<file path="config.mk">
export PLATFORM = sky130hd
export DESIGN_NAME = sm3_stream_hash
export DESIGN_NICKNAME = d
export VERILOG_FILES = /design/src/hdl/sm3s_pkg.sv /design/src/hdl/sm3s_compress.sv /design/src/hdl/sm3_stream_hash.sv
export SDC_FILE = /design/constraint.sdc
export NUM_CORES = 2
export LEC_CHECK = 0
export BUFFER_PORTS_ARGS = -buffer_cell sky130_fd_sc_hd__buf_2
export CAP_MARGIN = 0
export CORE_MARGIN = 2
export CORE_UTILIZATION = 40
export DETAILED_ROUTE_END_ITERATION = 10
export PLACE_DENSITY = 0.65
export REMOVE_ABC_BUFFERS = 1
export SLEW_MARGIN = 20
export SYNTH_ARGS = -nofsm -noshare
export SYNTH_HDL_FRONTEND = slang
export SYNTH_SLANG_ARGS = --single-unit
</file>
<file path="constraint.sdc">
create_clock -name clk -period 17.04 [get_ports clk]
set_clock_uncertainty 0.05 [all_clocks]
set_input_delay 0.852 -clock clk [delete_from_list [all_inputs] [get_ports clk]]
set_output_delay 0.852 -clock clk [all_outputs]
set_load 0.01 [all_outputs]
</file>
<file path="src/hdl/sm3s_pkg.sv">
// ============================================================================
// SM3 stream hash package
// Shared types, constants and bit functions of the SM3 stream hash.
// ============================================================================
package sm3s_pkg;

    typedef logic [31:0] word_t;

    localparam int BLOCK_COUNTER_BITS = 32;

    localparam word_t T_LOW   = 32'h79CC4519;
    localparam word_t T_HIGH  = 32'h7A879D8A;
    localparam word_t PAD_WORD = 32'h80000000;

    localparam word_t IV [8] = '{
        32'h7380166F, 32'h4914B2B9, 32'h172442D7, 32'hDA8A0600,
        32'hA96F30BC, 32'h163138AA, 32'hE38DEE4D, 32'hB0FB0E4E
    };

    function automatic word_t rotl(input word_t x, input logic [4:0] n);
        return (x << n) | (x >> (6'd32 - {1'b0, n}));
    endfunction

    function automatic word_t perm0(input word_t x);
        return x ^ rotl(x, 5'd9) ^ rotl(x, 5'd17);
    endfunction

    function automatic word_t perm1(input word_t x);
        return x ^ rotl(x, 5'd15) ^ rotl(x, 5'd23);
    endfunction

endpackage

</file>
<file path="src/hdl/sm3s_compress.sv">
// ============================================================================
// SM3 compression unit
// One round per cycle over 64 rounds, with a sliding 16-word expansion window.
// ============================================================================
module sm3s_compress (
    input  logic             clk,
    input  logic             rst_n,
    input  logic             start,
    input  sm3s_pkg::word_t  msg    [16],
    input  sm3s_pkg::word_t  cv_in  [8],
    output sm3s_pkg::word_t  cv_out [8],
    output logic             done
);
    import sm3s_pkg::*;

    word_t      v_reg   [8];
    word_t      v_next  [8];
    word_t      win_reg [16];
    word_t      win_next[16];
    logic [5:0] round_reg, round_next;
    logic       busy_reg, busy_next;
    logic       done_reg, done_next;

    word_t a12, tj, ss1, ss2, ff, gg, tt1, tt2, w_new;

    always_comb
    begin
        a12 = rotl(v_reg[0], 5'd12);
        tj  = (round_reg < 6'd16) ? T_LOW : T_HIGH;
        ss1 = rotl(a12 + v_reg[4] + rotl(tj, round_reg[4:0]), 5'd7);
        ss2 = ss1 ^ a12;
        if (round_reg < 6'd16)
        begin
            ff = v_reg[0] ^ v_reg[1] ^ v_reg[2];
            gg = v_reg[4] ^ v_reg[5] ^ v_reg[6];
        end
        else
        begin
            ff = (v_reg[0] & v_reg[1]) | (v_reg[0] & v_reg[2]) | (v_reg[1] & v_reg[2]);
            gg = (v_reg[4] & v_reg[5]) | (~v_reg[4] & v_reg[6]);
        end
        tt1 = ff + v_reg[3] + ss2 + (win_reg[0] ^ win_reg[4]);
        tt2 = gg + v_reg[7] + ss1 + win_reg[0];
        w_new = perm1(win_reg[0] ^ win_reg[7] ^ rotl(win_reg[13], 5'd15))
              ^ rotl(win_reg[3], 5'd7) ^ win_reg[10];

        v_next     = v_reg;
        win_next   = win_reg;
        round_next = round_reg;
        busy_next  = busy_reg;
        done_next  = 1'b0;

        if (start)
        begin
            v_next     = cv_in;
            win_next   = msg;
            round_next = '0;
            busy_next  = 1'b1;
        end
        else if (busy_reg)
        begin
            v_next[0] = tt1;
            v_next[1] = v_reg[0];
            v_next[2] = rotl(v_reg[1], 5'd9);
            v_next[3] = v_reg[2];
            v_next[4] = perm0(tt2);
            v_next[5] = v_reg[4];
            v_next[6] = rotl(v_reg[5], 5'd19);
            v_next[7] = v_reg[6];
            for (int i = 0; i < 15; i++)
            begin
                win_next[i] = win_reg[i + 1];
            end
            win_next[15] = w_new;
            round_next   = round_reg + 6'd1;
            if (round_reg == 6'd63)
            begin
                busy_next = 1'b0;
                done_next = 1'b1;
            end
        end
    end

    always_ff @(posedge clk or negedge rst_n)
    begin
        if (!rst_n)
        begin
            busy_reg  <= 1'b0;
            done_reg  <= 1'b0;
            round_reg <= '0;
        end
        else
        begin
            busy_reg  <= busy_next;
            done_reg  <= done_next;
            round_reg <= round_next;
        end
    end

    always_ff @(posedge clk)
    begin
        v_reg   <= v_next;
        win_reg <= win_next;
    end

    always_comb
    begin
        for (int i = 0; i < 8; i++)
        begin
            cv_out[i] = cv_in[i] ^ v_reg[i];
        end
    end

    assign done = done_reg;

endmodule

</file>
<file path="src/hdl/sm3_stream_hash.sv">
// ============================================================================
// SM3 stream hash
// Streaming SM3 hash over big-endian 32-bit message words with 256-bit digest.
// ============================================================================
// A word that does not complete a block is taken while the input stays ready; a
// word that completes a block holds the input through the launch, the 64 rounds
// in the shared round unit and the hand-back. A last word adds a padding sweep,
// one or two compressions and eight digest beats. rst_n (async, active low)
// loads the initial value and clears the fill and block counters.
module sm3_stream_hash (
    input  logic        clk,
    input  logic        rst_n,
    input  logic        s_tvalid,
    output logic        s_tready,
    input  logic [39:0] s_tdata,   // [31:0] data_word, [34:32] byte_count, rest zero
    input  logic        s_tlast,   // last_item
    output logic        m_tvalid,
    input  logic        m_tready,
    output logic [39:0] m_tdata,   // [31:0] digest_word, [34:32] word_index, rest zero
    output logic        m_tlast    // last_word
);
    import sm3s_pkg::*;

    // One-hot sequencer states.
    typedef enum logic [7:0] {
        S_IDLE  = 8'b0000_0001,  // waiting for a beat
        S_DATA  = 8'b0000_0010,  // compressing a full block, then idle
        S_LBLK  = 8'b0000_0100,  // last word filled the block, compress then pad
        S_SWEEP = 8'b0000_1000,  // writing pad marker and zeros, one word a cycle
        S_PAD1  = 8'b0001_0000,  // first of two padding compressions
        S_LEN   = 8'b0010_0000,  // write the bit length into words 14 and 15
        S_FIN   = 8'b0100_0000,  // final compression
        S_OUT   = 8'b1000_0000   // stream out the eight digest words
    } state_t;

    state_t state_reg, state_next;

    word_t msg_reg [16];
    word_t cv_reg  [8];
    word_t cv_new  [8];

    logic [3:0]  wfill_reg, wfill_next;      // words held in the block buffer
    logic [BLOCK_COUNTER_BITS-1:0] blocks_reg, blocks_next;
    logic [4:0]  sweep_reg, sweep_next;      // sweep word index, 16 ends it
    logic        mark_reg, mark_next;        // pad marker still to be written
    logic        two_reg, two_next;          // padding needs two compressions
    logic [5:0]  pos_reg, pos_next;          // final byte fill of the block
    logic [2:0]  oidx_reg, oidx_next;

    logic        comp_start_reg, comp_start_next, comp_done;
    logic        wr_en, len_wr, cv_load, cv_init;
    logic [3:0]  wr_idx;
    word_t       wr_data;

    logic [2:0]  cnt;
    logic        full_word;
    word_t       keep_mask;
    logic [63:0] bit_len;

    logic s_acc, m_acc;

    assign s_acc = s_tvalid && s_tready;
    assign m_acc = m_tvalid && m_tready;

    // Bytes taken from this beat: four unless it is the last word with fewer.
    always_comb
    begin
        if (!s_tlast || s_tdata[34:32] > 3'd4)
            cnt = 3'd4;
        else
            cnt = s_tdata[34:32];
        full_word = (cnt == 3'd4);
        keep_mask = ~(32'hFFFF_FFFF >> {cnt[1:0], 3'b000});
    end

    // Message bit length: blocks counted so far times 512 plus eight times the tail bytes.
    assign bit_len = (64'(blocks_reg) << 9) | 64'({pos_reg, 3'b000});

    always_comb
    begin
        state_next      = state_reg;
        wfill_next      = wfill_reg;
        blocks_next     = blocks_reg;
        sweep_next      = sweep_reg;
        mark_next       = mark_reg;
        two_next        = two_reg;
        pos_next        = pos_reg;
        oidx_next       = oidx_reg;
        comp_start_next = 1'b0;
        wr_en           = 1'b0;
        wr_idx          = wfill_reg;
        wr_data         = s_tdata[31:0];
        len_wr          = 1'b0;
        cv_load         = 1'b0;
        cv_init         = 1'b0;

        case (state_reg)
            S_IDLE:
            begin
                if (s_acc)
                begin
                    wr_en = 1'b1;
                    if (!full_word)
                        wr_data = (s_tdata[31:0] & keep_mask)
                                | (PAD_WORD >> {cnt[1:0], 3'b000});
                    wfill_next = wfill_reg + 4'd1;
                    if (s_tlast)
                    begin
                        pos_next   = 6'({wfill_reg, 2'b00} + {3'b000, cnt});
                        two_next   = (6'({wfill_reg, 2'b00} + {3'b000, cnt}) >= 6'd56);
                        mark_next  = full_word;
                        sweep_next = {1'b0, wfill_reg} + 5'd1;
                        if (full_word && wfill_reg == 4'd15)
                        begin
                            comp_start_next = 1'b1;
                            state_next      = S_LBLK;
                        end
                        else
                            state_next = S_SWEEP;
                    end
                    else if (wfill_reg == 4'd15)
                    begin
                        comp_start_next = 1'b1;
                        state_next      = S_DATA;
                    end
                end
            end
            S_DATA:
            begin
                if (comp_done)
                begin
                    cv_load     = 1'b1;
                    blocks_next = blocks_reg + 1'b1;
                    state_next  = S_IDLE;
                end
            end
            S_LBLK:
            begin
                if (comp_done)
                begin
                    cv_load     = 1'b1;
                    blocks_next = blocks_reg + 1'b1;
                    sweep_next  = '0;
                    state_next  = S_SWEEP;
                end
            end
            S_SWEEP:
            begin
                if (sweep_reg[4])
                begin
                    if (two_reg)
                    begin
                        comp_start_next = 1'b1;
                        state_next      = S_PAD1;
                    end
                    else
                        state_next = S_LEN;
                end
                else
                begin
                    wr_en      = 1'b1;
                    wr_idx     = sweep_reg[3:0];
                    wr_data    = mark_reg ? PAD_WORD : '0;
                    mark_next  = 1'b0;
                    sweep_next = sweep_reg + 5'd1;
                end
            end
            S_PAD1:
            begin
                if (comp_done)
                begin
                    cv_load    = 1'b1;
                    two_next   = 1'b0;
                    sweep_next = '0;
                    state_next = S_SWEEP;
                end
            end
            S_LEN:
            begin
                len_wr          = 1'b1;
                comp_start_next = 1'b1;
                state_next      = S_FIN;
            end
            S_FIN:
            begin
                if (comp_done)
                begin
                    cv_load    = 1'b1;
                    oidx_next  = '0;
                    state_next = S_OUT;
                end
            end
            S_OUT:
            begin
                if (m_acc)
                begin
                    oidx_next = oidx_reg + 3'd1;
                    if (oidx_reg == 3'd7)
                    begin
                        cv_init     = 1'b1;
                        wfill_next  = '0;
                        blocks_next = '0;
                        state_next  = S_IDLE;
                    end
                end
            end
            default:
            begin
                state_next = S_IDLE;
            end
        endcase
    end

    // The compression is launched in the cycle after it is requested, so the
    // word written in the requesting cycle (last data word or bit length) is
    // already in the buffer when the round unit latches it.
    always_ff @(posedge clk or negedge rst_n)
    begin
        if (!rst_n)
        begin
            state_reg      <= S_IDLE;
            wfill_reg      <= '0;
            blocks_reg     <= '0;
            sweep_reg      <= '0;
            mark_reg       <= 1'b0;
            two_reg        <= 1'b0;
            pos_reg        <= '0;
            oidx_reg       <= '0;
            comp_start_reg <= 1'b0;
            cv_reg         <= IV;
        end
        else
        begin
            state_reg      <= state_next;
            wfill_reg      <= wfill_next;
            blocks_reg     <= blocks_next;
            sweep_reg      <= sweep_next;
            mark_reg       <= mark_next;
            two_reg        <= two_next;
            pos_reg        <= pos_next;
            oidx_reg       <= oidx_next;
            comp_start_reg <= comp_start_next;
            if (cv_init)
                cv_reg <= IV;
            else if (cv_load)
                cv_reg <= cv_new;
        end
    end

    // Block buffer.
    always_ff @(posedge clk)
    begin
        if (wr_en)
            msg_reg[wr_idx] <= wr_data;
        if (len_wr)
        begin
            msg_reg[14] <= bit_len[63:32];
            msg_reg[15] <= bit_len[31:0];
        end
    end

    sm3s_compress u_compress (
        .clk    (clk),
        .rst_n  (rst_n),
        .start  (comp_start_reg),
        .msg    (msg_reg),
        .cv_in  (cv_reg),
        .cv_out (cv_new),
        .done   (comp_done)
    );

    assign s_tready = (state_reg == S_IDLE);
    assign m_tvalid = (state_reg == S_OUT);
    assign m_tdata  = {5'b00000, oidx_reg, cv_reg[oidx_reg]};
    assign m_tlast  = (oidx_reg == 3'd7);

    // A compression finishes only in a state that waits for it.
    assert property (@(posedge clk) disable iff (!rst_n)
        comp_done |-> (state_reg == S_DATA || state_reg == S_LBLK ||
                       state_reg == S_PAD1 || state_reg == S_FIN))
        else $error("compression finished outside a compress state");

    // Input is never taken while digest beats are pending.
    assert property (@(posedge clk) disable iff (!rst_n)
        m_tvalid |-> !s_tready)
        else $error("input ready while digest is streaming");

    // After the eighth digest beat the block is back to accepting input.
    assert property (@(posedge clk) disable iff (!rst_n)
        (m_acc && m_tlast) |=> (s_tready && wfill_reg == 4'd0))
        else $error("block did not return to idle after digest");

endmodule
</file>
==> results by group <==
Synthesis
  • Post-synth top cells: edfxtp_1 (1280), mux2_2 (663), nand2_1 (469), o21ai_0 (407), nor2_1 (370)
  • Post-Synth Simple-Gate Area: 0.0696
  • Largest family of logic cells by synthesized area: multiplexers
  • XOR/XNOR share of the synthesized area: 0.0657
  • Synth top area share: 0.475
  • Syn Area/Cell: 13.1 um^2
  • Mapped Cells: 6191
  • Register area share after synthesis: 0.577
  • Most frequent cell after synthesis: edfxtp_1
  • Main synth FF type: edfxtp_1
  • Adder-Cell Fraction of Synth Area: 0.0631
  • Compound-gate portion of the synthesized area: 0.0781
  • Cell Area, Synth: 81000 um^2
  • Cell accounting for the most synthesized area: edfxtp_1
  • #FFs+latches synth: 1605
  • Most area-consuming cells after synthesis: edfxtp_1 (47%), mux2_2 (9.2%), dfrtp_1 (6.3%), fa_1 (4.6%), xnor2_1 (3.9%)
  • Synth Warn #: 0
  • Post-synth EDFFs: 1280
  • Multiplexer area fraction after synthesis: 0.118
  • Synth cell types: 90
  • Asr flop ratio synth: 0.202

Drt
  • WL met2: 112000 um
  • Vias per cell: 5.66
  • Iter 0 DRT Violations: 6021
  • M1 WL: 103000 um
  • DRC viols: 0
  • Metal3 WL: 16900 um
  • Via count: 51082
  • Highest Signal Layer: met5
  • TritonRoute pass-1 iters: 6
  • Routed Wire Length: 243000 um
  • Antenna viol nets, final: 0
  • DR WL/cell: 26.9 um

STA
  • TNS Setup: 0 ps
  • Final-report max-slew violation count: 0
  • Slew @ Worst Pin: 1250 ps
  • RSZ-0062 raised after global routing: false
  • Hold Vio Cnt, Final: 4
  • Maximum clock rate: 0.0837 GHz
  • Hold Slack: -18.7 ps
  • Crit share post-route: 0.701
  • Final setup violation count: 0
  • Post-layout min period: 11940 ps
  • Slew margin rel.: 0.160

Layout
  • Nets: 6551
  • Synth-to-Final Area Change: 11.0%
  • Share of cells above drive strength 1: 0.204

Global routing
  • Initial antenna violation count: 14
  • Remaining Overflow, GRT: 0
  • Largest net degree at the start of global routing: 181
  • Vias in the first global route: 49458
  • First-pass GRT wire length: 349000 um
  • Total GRT Usage: 0.233

Die
  • Die height: 454 um
  • Initial Util: 0.402
  • Core ar.: 202000 um^2
  • Die W: 454 um
  • IO Count: 88
  • Die area: 206000 um^2
  • FP Rows: 165

Status
  • Status: finished with violations
  • Failing checks: negative hold slack

Placement
  • GPL Wtd Cong: 0.976
  • Number of port buffers: 77
  • Hpwl dp: 167000 um

Clock network
  • Skew-Pair Late Insertion Delay: 830 ps
  • Maximum clock path buffer count: 3
  • Setup bufs post-CTS: 0
  • Htree depth: 4
  • Cts repair resizes: 0
  • CTS sink cnt: 1605
  • CTS Hold Buffers Added: 0
  • Reg clk slew, reported paths: 60 ps
  • Num CTS Buffers: 164
  • Root buf cell: clkbuf_16
  • CTS tree: yes

Worst setup path
  • Worst-path fanout max: 35
  • Worst setup EP type: flop
  • Top cell by count, worst path: a21oi_1
  • Crit path from: u_compress.round_reg[5]$_DFFE_PN0P_
  • Setup CP Type: flop to flop
  • Worst Setup Start Kind: flop
  • Max stage delay cell, worst path: dfrtp_1
  • Flop2flop setup slack: 5100 ps
  • R2r startpoint: u_compress.round_reg[5]$_DFFE_PN0P_
  • WP data arrival: 12430 ps
  • R2r endpoint: u_compress.v_reg[125]$_DFFE_PP_
  • R2r worst-path depth: 33
  • CP required: 17530 ps
  • Crit-path max cell delay: 920 ps

Flow run
  • Maxcap violations: 0

Min path
  • Worst min-delay path class: input pin to async pin
placed cells by master, fill, tap and decap left out, types with 13 or more instances in the layout:
cell / instances
a22oi_1: 14
and2_1: 40
o21ai_0: 407
nor3_1: 55
ha_1: 107
a31oi_1: 44
o21a_1: 13
clkinv_1: 30
and3_1: 140
edfxtp_1: 1280
xnor2_1: 359
clkbuf_1: 44
nand2_1: 469
a22o_1: 68
xor2_1: 230
clkinv_2: 23
a211oi_1: 33
dfstp_2: 120
mux2i_1: 63
clkbuf_16: 169
or3_1: 13
mux4_2: 65
clkbuf_8: 15
nand3_1: 55
dfrtp_1: 200
nor2_1: 353
mux2_2: 663
o211ai_1: 25
nand2b_1: 17
a21oi_1: 281
buf_2: 76
nand4_1: 13
buf_4: 72
nor2b_1: 19
a21o_1: 46
inv_1: 297
nor2_4: 14
fa_1: 188
final cells by class:
cell class | count | area (um^2)
Clock inverter | 81 | 848
Sequential cell | 1605 | 46700
Tap cell | 2672 | 3340
Antenna cell | 2 | 5.00
Clock buffer | 228 | 4600
Timing Repair Buffer | 155 | 1060
Fill cell | 17998 | 112000
Multi-Input combinational cell | 3986 | 32200
Inverter | 299 | 1130
metrics by stage:
stage / cells / instance area [um^2] / setup WS (ps) / hold WS [ps] / utilization
2_1_floorplan: 5890 / 79800 / -17660 / 389 / -
5_1_grt: 9026 / 89900 / 4550 / 11.9 / 0.446
6_report: 9028 / 89900 / 5100 / -18.7 / 0.446
3_5_place_dp: 8717 / 84400 / 5370 / 424 / 0.419
4_1_cts: 9026 / 89900 / 5330 / 1.69 / 0.446
3_3_place_gp: 8717 / 84400 / 5390 / 416 / 0.418
worst max-delay path by stage:
stage / endpoint / slack [ps] / cells after the start
floorplan: u_compress.v_reg[0]$_DFFE_PP_ / -17660 / 2
global placement: u_compress.v_reg[249]$_DFFE_PP_ / 5390 / 36
detailed placement: u_compress.v_reg[249]$_DFFE_PP_ / 5370 / 36
CTS: u_compress.v_reg[125]$_DFFE_PP_ / 5330 / 33
global route: u_compress.v_reg[125]$_DFFE_PP_ / 4550 / 33
finish: u_compress.v_reg[125]$_DFFE_PP_ / 5100 / 33
cell families (layout without fill, tap and decap cells):
kind of cell               Yosys count  after routing
muxes                              791            791
adders and majority gates          296            296
xor gates and xnor gates           600            600
buffers and inverters              604            763
and+or+nand+nor                   1244           1244
AOI/OAI and AO/OA                 1050           1050
other                                1              7
DFF                               1605           1605
layer usage:
| metal | up-vias | global-route usage |
|---|---|---|
| li1 | 22447 | - |
| met1 | 26290 | 0.320 |
| met2 | 1979 | 0.365 |
| met5 | - | 0 |
| met3 | 364 | 0.0385 |
| met4 | 2 | 0.0967 |
critical path, delay by kind of cell (launching register included):
family | cells | cell delay [ps]
buf+inv | 2 | 510
simple gates | 3 | 410
flops | 1 | 920
xor+xnor | 2 | 590
fa+ha+maj | 7 | 3250
mux | 2 | 600
compound gates | 17 | 5270
Power is not shown: default switching activity piles up to over one toggle a cycle in this logic, so the estimate is an artifact.
